[config.mk]
export PLATFORM = sky130hd
export DESIGN_NAME = modular_multiply_shift_add_core_flat
export DESIGN_NICKNAME = d
export VERILOG_FILES = /design/src/rtl/mmsa_pkg.sv /design/src/rtl/mmsa_if.sv /design/src/rtl/mmsa_add_mod.sv /design/src/rtl/modular_multiply_shift_add_core.sv /design/src/flat_wrapper.sv
export SDC_FILE = /design/constraint.sdc
export NUM_CORES = 1
export LEC_CHECK = 0
export BUFFER_PORTS_ARGS = -buffer_cell sky130_fd_sc_hd__buf_4
export CAP_MARGIN = 20
export CORE_MARGIN = 1.5
export CORE_UTILIZATION = 53
export CTS_CLUSTER_DIAMETER = 100
export DETAILED_ROUTE_END_ITERATION = 10
export PLACE_DENSITY = 0.77
export SYNTH_ARGS = -nofsm -noshare
export SYNTH_HDL_FRONTEND = slang
export SYNTH_SLANG_ARGS = --single-unit
export TNS_END_PERCENT = 20
[constraint.sdc]
create_clock -name clk_i -period 8.95 [get_ports clk_i]
set_input_delay 0.4475 -clock clk_i [delete_from_list [all_inputs] [get_ports clk_i]]
set_output_delay 0.4475 -clock clk_i [all_outputs]
set_load 0.1 [all_outputs]
[src/rtl/mmsa_pkg.sv]
// Shared constants and types of the modular multiply shift-add core.
package mmsa_pkg;

  localparam int unsigned FieldWidth   = 63;
  localparam int unsigned OperandWidth = 63;

  typedef enum logic [1:0] {
    StIdle,
    StReduce,
    StMultiply
  } state_e;

endpackage

[src/rtl/mmsa_if.sv]
// Request and result channel interfaces of the modular multiply shift-add core.
interface mmsa_req_if;
  logic                             valid;
  logic                             ready;
  logic [mmsa_pkg::FieldWidth-1:0] multiplicand;
  logic [mmsa_pkg::FieldWidth-1:0] multiplier;
  logic [mmsa_pkg::FieldWidth-1:0] modulus;

  modport source (output valid, output multiplicand, output multiplier, output modulus,
                  input ready);
  modport sink (input valid, input multiplicand, input multiplier, input modulus,
                output ready);
endinterface

interface mmsa_rsp_if;
  logic                             valid;
  logic                             ready;
  logic [mmsa_pkg::FieldWidth-1:0] product_mod;

  modport source (output valid, output product_mod, input ready);
  modport sink (input valid, input product_mod, output ready);
endinterface

[src/rtl/mmsa_add_mod.sv]
// Modular adder: returns (x + y + carry) reduced once by the modulus.
module mmsa_add_mod #(
  parameter int unsigned Width = mmsa_pkg::OperandWidth
) (
  input  logic [Width-1:0] x_i,
  input  logic [Width-1:0] y_i,
  input  logic             cin_i,
  input  logic [Width-1:0] mod_i,
  output logic [Width-1:0] sum_o
);

  logic [Width:0] sum;
  logic [Width:0] diff;

  always_comb begin
    sum  = {1'b0, x_i} + {1'b0, y_i} + {{Width{1'b0}}, cin_i};
    diff = sum - {1'b0, mod_i};
    if (sum >= {1'b0, mod_i}) begin
      sum_o = diff[Width-1:0];
    end else begin
      sum_o = sum[Width-1:0];
    end
  end

endmodule

[src/rtl/modular_multiply_shift_add_core.sv]
// Interleaved modular multiplier: product_mod = (multiplicand * multiplier) mod modulus.
// The multiplier is first reduced bit-serially by a doubling modular adder; the multiplicand
// is then scanned bit-serially, with a second modular adder accumulating the product.
// Only one request is in flight; the final step waits for the output register to be free.
// A new request is accepted while the previous result waits in the output register.
// Reset (asynchronous, active low) clears the sequencer and the result valid flag.
module modular_multiply_shift_add_core #(
  parameter int unsigned OPERAND_WIDTH = mmsa_pkg::OperandWidth
) (
  input  logic           clk_i,
  input  logic           rst_ni,
  mmsa_req_if.sink       req_i,
  mmsa_rsp_if.source     rsp_o
);

  localparam int unsigned W    = OPERAND_WIDTH;
  localparam int unsigned CntW = $clog2(OPERAND_WIDTH);
  localparam int unsigned PadW = mmsa_pkg::FieldWidth - OPERAND_WIDTH;

  mmsa_pkg::state_e state_q, state_d;
  logic [CntW-1:0]  cnt_q, cnt_d;
  logic [W-1:0]     a_q, a_d;
  logic [W-1:0]     b_q, b_d;
  logic [W-1:0]     m_q, m_d;
  logic [W-1:0]     mult_q, mult_d;
  logic [W-1:0]     acc_q, acc_d;
  logic             zero_mod_q, zero_mod_d;
  logic [W-1:0]     prod_q, prod_d;
  logic             out_valid_q, out_valid_d;
  logic [W-1:0]     dbl_sum;
  logic [W-1:0]     acc_sum;
  logic             dbl_cin;
  logic             last;
  logic             out_free;

  mmsa_add_mod #(.Width(W)) u_dbl (
    .x_i  (mult_q),
    .y_i  (mult_q),
    .cin_i(dbl_cin),
    .mod_i(m_q),
    .sum_o(dbl_sum)
  );

  mmsa_add_mod #(.Width(W)) u_acc (
    .x_i  (acc_q),
    .y_i  (mult_q),
    .cin_i(1'b0),
    .mod_i(m_q),
    .sum_o(acc_sum)
  );

  assign last     = (cnt_q == CntW'(OPERAND_WIDTH - 1));
  assign out_free = !out_valid_q || rsp_o.ready;

  always_ff @(posedge clk_i or negedge rst_ni) begin
    if (!rst_ni) begin
      state_q     <= mmsa_pkg::StIdle;
      cnt_q       <= '0;
      out_valid_q <= 1'b0;
    end else begin
      state_q     <= state_d;
      cnt_q       <= cnt_d;
      out_valid_q <= out_valid_d;
    end
  end

  always_ff @(posedge clk_i) begin
    a_q        <= a_d;
    b_q        <= b_d;
    m_q        <= m_d;
    mult_q     <= mult_d;
    acc_q      <= acc_d;
    zero_mod_q <= zero_mod_d;
    prod_q     <= prod_d;
  end

  always_comb begin
    state_d     = state_q;
    cnt_d       = cnt_q;
    a_d         = a_q;
    b_d         = b_q;
    m_d         = m_q;
    mult_d      = mult_q;
    acc_d       = acc_q;
    zero_mod_d  = zero_mod_q;
    prod_d      = prod_q;
    out_valid_d = out_valid_q;
    dbl_cin     = 1'b0;
    req_i.ready = 1'b0;

    if (out_valid_q && rsp_o.ready) begin
      out_valid_d = 1'b0;
    end

    case (state_q)
      mmsa_pkg::StIdle: begin
        req_i.ready = 1'b1;
        if (req_i.valid) begin
          a_d        = req_i.multiplicand[W-1:0];
          b_d        = req_i.multiplier[W-1:0];
          m_d        = req_i.modulus[W-1:0];
          zero_mod_d = (req_i.modulus[W-1:0] == '0);
          mult_d     = '0;
          acc_d      = '0;
          cnt_d      = '0;
          state_d    = mmsa_pkg::StReduce;
        end
      end
      mmsa_pkg::StReduce: begin
        // Restoring reduction of the multiplier, most significant bit first.
        dbl_cin = b_q[W-1];
        mult_d  = dbl_sum;
        b_d     = {b_q[W-2:0], 1'b0};
        if (last) begin
          cnt_d   = '0;
          state_d = mmsa_pkg::StMultiply;
        end else begin
          cnt_d = cnt_q + 1'b1;
        end
      end
      mmsa_pkg::StMultiply: begin
        if (!last || out_free) begin
          if (a_q[0]) begin
            acc_d = acc_sum;
          end
          mult_d = dbl_sum;
          a_d    = {1'b0, a_q[W-1:1]};
          if (last) begin
            prod_d      = zero_mod_q ? '0 : acc_d;
            out_valid_d = 1'b1;
            cnt_d       = '0;
            state_d     = mmsa_pkg::StIdle;
          end else begin
            cnt_d = cnt_q + 1'b1;
          end
        end
      end
      default: begin
        state_d = mmsa_pkg::StIdle;
      end
    endcase
  end

  if (PadW > 0) begin : g_pad
    assign rsp_o.product_mod = {{PadW{1'b0}}, prod_q};
  end else begin : g_nopad
    assign rsp_o.product_mod = prod_q;
  end

  assign rsp_o.valid = out_valid_q;

endmodule

[src/flat_wrapper.sv]
// flat-port wrapper written by rule: the top's interface ports become plain ports
module modular_multiply_shift_add_core_flat 
#(
  parameter int unsigned OPERAND_WIDTH = mmsa_pkg::OperandWidth
)
  (clk_i, rst_ni, req_i_valid, req_i_multiplicand, req_i_multiplier, req_i_modulus, req_i_ready, rsp_o_valid, rsp_o_product_mod, rsp_o_ready);
  mmsa_req_if req_i_i ();
  mmsa_rsp_if rsp_o_i ();
  input  logic clk_i;
  input  logic rst_ni;
  input wire logic [$bits(req_i_i.valid)-1:0] req_i_valid;
  input wire logic [$bits(req_i_i.multiplicand)-1:0] req_i_multiplicand;
  input wire logic [$bits(req_i_i.multiplier)-1:0] req_i_multiplier;
  input wire logic [$bits(req_i_i.modulus)-1:0] req_i_modulus;
  output wire logic [$bits(req_i_i.ready)-1:0] req_i_ready;
  output wire logic [$bits(rsp_o_i.valid)-1:0] rsp_o_valid;
  output wire logic [$bits(rsp_o_i.product_mod)-1:0] rsp_o_product_mod;
  input wire logic [$bits(rsp_o_i.ready)-1:0] rsp_o_ready;
  assign req_i_i.valid = req_i_valid;
  assign req_i_i.multiplicand = req_i_multiplicand;
  assign req_i_i.multiplier = req_i_multiplier;
  assign req_i_i.modulus = req_i_modulus;
  assign req_i_ready = req_i_i.ready;
  assign rsp_o_valid = rsp_o_i.valid;
  assign rsp_o_product_mod = rsp_o_i.product_mod;
  assign rsp_o_i.ready = rsp_o_ready;
  modular_multiply_shift_add_core #(.OPERAND_WIDTH(OPERAND_WIDTH)) u_core (.clk_i(clk_i), .rst_ni(rst_ni), .req_i(req_i_i), .rsp_o(rsp_o_i));
endmodule
==> metrics.txt, run 1 <==
Clock Latency Late Sink 0.62 ns; ratio of final minimum period to clock period 82.3%; HP Class in2reg; Final ANT Viol Nets 0; # rows 85; arrival time worst endpoint 7.78 ns; crit path buf inv count 2; CTS buffer count 47; setup tns final 0 ns; number of global-route vias before repair 24700; Synth area leader edfxtp_1; Antenna diodes 0; share of the synthesized area in the top cell type 39.5%; first-pass GRT wire length 148000 µm; CTS tree built; Die Ht 236 µm; Worst Clk Skew 0.0245 ns; final hold vios 0; Die Wd 236 µm; DR vias/cell 6.55; Avg Inst Size Synth 9.59 µm²; Core ar. 0.0538 mm²; 1st-pass router iterations 5; number of synthesized flops with an enable pin 379; largest net degree at the start of global routing 86; Crit Path Category reg2reg; Yosys cell types 86; Final Critical Period 7.37 ns; Max Slew Vio Count 0; total track usage 34.8%; Clk pin slew, worst setup/hold paths 0.07 ns; Slowest cell on crit path nor4_1; RSZ-0062 raised after global routing no; Cells after Synth 3006; CP top delay family compound AO/OA/AOI/OAI gates; Worst slew margin 27.3%; Detailed Route WL 99400 µm; DP HPWL 75000 µm; worst path cell trace ha_1, and3_1, o21ai_0, a311oi_1, o21ai_0, o31ai_1, a21boi_0, xnor2_1, ha_1, nand3_1, nor4_1, nor4b_1, nor3_1, clkbuf_4, a211oi_2, nor2_1, buf_4, o31a_1, a211oi_1; ys flop type edfxtp_1; most common cell after layout, fill and taps aside edfxtp_1; WP data required 9.36 ns; status complete, no violations; Multi-input gate area 0.0161 mm²; critical path startpoint category register; slowest stage delay, CP 0.89 ns; syn_nets 3397; layout cells sized above 1 16.3%; antenna violations before repair 0; IO Port Bufs 257; Area Overhead vs Synth 14.1%; global placer's final weighted congestion 1.04; initial drt markers 2587; CTS Root Cell clkbuf_16; leading post-synthesis cells by cell area edfxtp_1 (39%), ha_1 (8.5%), mux2_2 (5.1%), a21oi_1 (4.8%), a21o_1 (3.5%); Nets 3577; sequential share of the synthesized area 40.3%; Worst-Margin Slew 1.09 ns; Post CTS Setup Buffer Count 0; Setup crit end kind register; WL per Instance 25.4 µm; Post-synth ARST share 2.32%; Max Cap Viol 0; DRC 0; most frequent cells in the layout edfxtp_1 (379), buf_4 (284), a21oi_1 (274), nand2_1 (250), nor2_1 (202); clock buffer depth 3; clock sink total 388; max frequency 136 MHz; FF/Latch Area 0.0116 mm²; Synth warnings 0; fillers 4553; final core occ 61.1%; CP Max Fanout 8; die footprint 0.0558 mm²; mapped cell area 0.0288 mm²; Final Setup Violations 0; CTS H-tree depth 2; grt ovf 0; Ports 258; starting density of the core 53.6%; flops & latches, synth 388; r2r setup slk 1.58 ns; vias after detailed routing 25700
## per-layer routing
metal | routed length, µm | GRT usage, % | up-vias | part of all wire (%)
li1 | - | - | 11800 | -
met1 | 40800 | 45.7 | 12300 | 41
met2 | 44600 | 55.0 | 1260 | 45
met3 | 8280 | 6.10 | 277 | 8.3
met4 | 5740 | 18.3 | 0 | 5.8
met5 | 0 | 0 | - | 0
## sequential cells by signal, summed over array words and instances, names as in the netlist
signal and flops:
u_core.mult_q 63, u_core.m_q 63, u_core.cnt_q 6, u_core.rsp_o.product_mod 63, u_core.zero_mod_q 1, u_core.rsp_o.valid 1
u_core.acc_q 63, u_core.a_q 63, u_core.state_q 2, u_core.b_q 63
## cell usage after synthesis, drive strengths merged, types with 24 or more instances
cell type and count:
a21oi 274, xor2 44, nor4 24, nand4 59
nand3 69, and3 41, mux2 131, edfxtp 379
xnor2 94, a31oi 33, nand2 251, o21a 37
o211ai 27, buf 37, mux2i 36, o21bai 45
clkbuf 126, a21o 135, or3 24, inv 135
nor3 78, nor2 202, ha 195, a211oi 109
o21ai 148
## logic make-up after synthesis
family / count (synthesis) / synth area share (%)
mux: 167 / 6.37
xor+xnor: 138 / 4.19
compound gates: 968 / 22.3
simple gates: 849 / 14.2
fa+ha+maj: 198 / 8.67
flops: 388 / 40.3
buf+inv: 298 / 4.04
## final timing paths
check,startpoint,to,cells past startpoint
setup / recovery,u_core.acc_q[14],u_core.rsp_o.product_mod[62],19
hold / removal,req_i_modulus[46],u_core.m_q[46],1
setup reg to reg,u_core.acc_q[14],u_core.rsp_o.product_mod[62],19
hold reg to reg,u_core.b_q[38],u_core.b_q[39],1
max in group asynchronous,rst_ni,u_core.rsp_o.valid,2
min in group asynchronous,rst_ni,u_core.state_q[1],2
## area by class of cell
class / instances / area share, %
inverters: 135 / 1.54
clock inverters: 27 / 0.856
well taps: 696 / 2.65
flip-flops and latches: 388 / 35.3
multi-input cells: 2320 / 49.0
clock buffers: 58 / 3.82
repair buffers: 294 / 6.84
## timing repair
item | CTS | global route
gates resized for setup | 0 | 0
hold endpoints to repair | 14 | 0
hold buffers | 6 | 0
endpoints found under the setup margin | 0 | 0
## through the flow
stage	setup slack, ns	instances	hold slack, ns	instance area [µm²]
3_5_place_dp	1.84	3824	0.279	31200
6_report	1.58	3918	0.0255	32900
5_1_grt	1.27	3918	0.0103	32900
4_1_cts	1.77	3915	0.00162	32800
3_3_place_gp	2.06	3823	0.278	31200
2_1_floorplan	3.71	3006	0.152	28800
Power of run 1 is not shown: default switching activity piles up to over one toggle a cycle in this logic, so the estimate is an artifact.
==> run 2: changes to the inputs <==
--- a/config.mk
+++ b/config.mk
@@ -5,6 +5,7 @@
 export SDC_FILE = /design/constraint.sdc
 export NUM_CORES = 1
 export LEC_CHECK = 0
+export ABC_AREA = 1
 export BUFFER_PORTS_ARGS = -buffer_cell sky130_fd_sc_hd__buf_4
 export CAP_MARGIN = 20
 export CORE_MARGIN = 1.5
==> constraint.sdc (replaced) <==
create_clock -name clk_i -period 7.25 [get_ports clk_i]
set_input_delay 0.3625 -clock clk_i [delete_from_list [all_inputs] [get_ports clk_i]]
set_output_delay 0.3625 -clock clk_i [all_outputs]
set_load 0.1 [all_outputs]
==> metrics.txt, run 2 <==
status finished with violations; violations in the final reports hold timing; syn_nets 4871 (+43%); Detailed Route WL 128000 µm (+29%); Nets 5257 (+47%); mux cell area share after synthesis 0% (-6.4 points); Crit Path Category reg2reg; HP Class in2reg; CTS Root Cell clkbuf_16; CTS buffer count 44 (-6.4%); WP data required 7.55 ns (-1.81 ns); global placer's final weighted congestion 1.13 (+8.3%); slowest stage delay, CP 0.48 ns (-0.41 ns); flops & latches, synth 388 (unchanged); arrival time worst endpoint 6.37 ns (-1.41 ns); Worst-Margin Slew 1.06 ns (-0.0326 ns); Setup crit end kind register; clock sink total 388 (unchanged); antenna violations before repair 3 (+3); Worst slew margin 29.3% (+2.0 points); Ports 258 (unchanged); Die Ht 246 µm (+4.3%); number of synthesized flops with an enable pin 379 (unchanged); Core ar. 0.0581 mm² (+8.0%); largest family of logic cells by synthesized area simple AND/OR/NAND/NOR gates; # rows 88 (+3.5%); most common cell after layout, fill and taps aside nand2_1; initial drt markers 4067 (+57%); Final ANT Viol Nets 0 (unchanged); 1st-pass router iterations 6 (+1); final hold vios 1 (+1); Synth Area in Compound Gates 13.1% (-9.2 points); die footprint 0.0607 mm² (+8.7%); most frequent cells after synthesis nand2_1 (1395), inv_1 (633), nor2_1 (439); setup tns final 0 ns (unchanged); Max Cap Viol 0 (unchanged); Final Critical Period 6.07 ns (-1.30 ns); total track usage 41.7% (+6.9 points); Post-Synth XOR/XNOR Area 3.35% (-0.84 points); first-pass GRT wire length 188000 µm (+27%); vias after detailed routing 33000 (+29%); top-count cell post-synth nand2_1; number of global-route vias before repair 31700 (+29%); Slowest cell on crit path edfxtp_1; share of the synthesized area in the top cell type 36.3% (-3.2 points); Cells after Synth 4480 (+49%); leading post-synthesis cells by cell area edfxtp_1 (36%), nand2_1 (17%), ha_1 (7.8%), inv_1 (7.6%), a21oi_1 (7.0%); Post CTS Setup Buffer Count 0 (unchanged); Area Overhead vs Synth 18.0%; Yosys cell types 50 (-42%); sequential share of the synthesized area 37.0% (-3.3 points); DRC 0 (unchanged); max frequency 165 MHz (+21%); Top cell by count, worst path nand2_1; Clk pin slew, worst setup/hold paths 0.07 ns (about the same); DP HPWL 99500 µm (+33%); Clock Latency Late Sink 0.65 ns (+0.03 ns); r2r setup slk 1.18 ns (-0.40 ns); DR vias/cell 5.83 (-11%); Placement Setup Slack 1.61 ns (-0.236 ns); post_cts resized 0 (unchanged); final hold slack -0.000675 ns (-0.0262 ns); CTS tree built; most frequent cells in the layout nand2_1 (1395), inv_1 (632), nor2_1 (437), a21oi_1 (436), edfxtp_1 (379); Synth warnings 0 (unchanged); ratio of final minimum period to clock period 83.7% (+1.4 points); Worst Clk Skew 0.0628 ns (+0.0383 ns); Post-synth ARST share 2.32% (unchanged); Max Slew Vio Count 0 (unchanged); CP Max Fanout 50 (+42); IO Port Bufs 257 (unchanged); grt ovf 0 (unchanged); critical path startpoint category register; Synth area leader edfxtp_1; largest net degree at the start of global routing 127 (+48%); adder-cell area share of the yosys netlist 7.97% (-0.70 points); Avg Inst Size Synth 7.00 µm² (-27%); clock buffer depth 3 (unchanged); simple-gate portion of the synthesized area 29.3% (+15 points); worst setup margin 1.18 ns (-0.401 ns); ys flop type edfxtp_1; RSZ-0062 raised after global routing no; Final Setup Violations 0 (unchanged); starting density of the core 54.0% (+0.38 points); fillers 5260 (+16%); Die Wd 246 µm (+4.3%); layout cells sized above 1 8.01% (-8.3 points); mapped cell area 0.0314 mm² (+8.8%); WL per Instance 22.6 µm (-11%); CTS H-tree depth 2 (unchanged)
-- run 2: changes by cell type after synthesis, sizes merged, moves of 131 or more --
| cell | previous run | this run |
|---|---|---|
| nand2 | 251 | 1400 |
| mux2 | 131 | 0 |
| inv | 135 | 655 |
| nand3 | 69 | 260 |
| nor2 | 202 | 445 |
| a21oi | 274 | 439 |
-- run 2: worst max-delay path: cells and delay by family, from the launching register on --
| kind | cells | cell delay [ns] |
|---|---|---|
| buffers and inverters | 5 | 0.65 |
| and+or+nand+nor | 15 | 2.44 |
| adders and majority gates | 2 | 0.84 |
| DFF | 1 | 0.48 |
| AOI/OAI and AO/OA | 5 | 1.18 |
-- run 2: routing by layer --
layer,share of wire [%],global-route usage [%],up-vias
met1,40,55.2,15300
met3,11,8.63,338
met5,0.016,0,-
met2,44,65.6,1899
li1,-,-,15500
met4,5.0,18.9,4
-- run 2: cells by family (layout without fill, tap and decap cells) --
| group | after synthesis | in the layout |
|---|---|---|
| xor gates and xnor gates | 120 | 120 |
| other | 0 | 1 |
| buffers and inverters | 747 | 1163 |
| adders and majority gates | 198 | 198 |
| DFF | 388 | 388 |
| and+or+nand+nor | 2253 | 2253 |
| AOI/OAI and AO/OA | 774 | 774 |
-- run 2: final timing paths --
kind	start	end	cells past startpoint
setup / recovery	u_core.mult_q[2]	u_core.rsp_o.product_mod[52]	27
hold / removal	req_i_multiplier[10]	u_core.b_q[10]	3
setup reg to reg	u_core.mult_q[2]	u_core.rsp_o.product_mod[52]	27
hold reg to reg	u_core.b_q[36]	u_core.b_q[37]	2
max in group asynchronous	rst_ni	u_core.state_q[0]	2
min in group asynchronous	rst_ni	u_core.cnt_q[0]	2
-- run 2: cell type report --
cell class	count	area, µm²	area share (%)
Timing Repair Buffer	431	3680	9.94
Clock inverter	19	236	0.639
Tap cell	765	957	2.59
Clock buffer	57	1150	3.11
Inverter	656	2460	6.66
Sequential cell	388	11600	31.4
Antenna cell	1	2.50	0.00676
Multi-Input combinational cell	3345	16900	45.7
-- run 2: repair_timing --
action / in CTS / in global routing
hold endpoints to repair: 160 / 0
setup endpoints to repair: 0 / 0
hold buffers: 152 / 0
-- run 2: through the flow --
| stage | cell area (µm²) | utilization (%) | hold WS [ns] | cells |
|---|---|---|---|---|
| after floorplan | 31400 | - | 0.0669 | 4480 |
| after global placement | 34100 | 58.6 | 0.194 | 5432 |
| after detailed placement | 34100 | 58.6 | 0.196 | 5432 |
| after CTS | 37000 | 63.6 | 0.0000734 | 5660 |
| after global routing | 37000 | 63.7 | 0.0143 | 5662 |
| final | 37000 | 63.7 | -0.000675 | 5662 |
Power of run 2 is left out for the same reason.
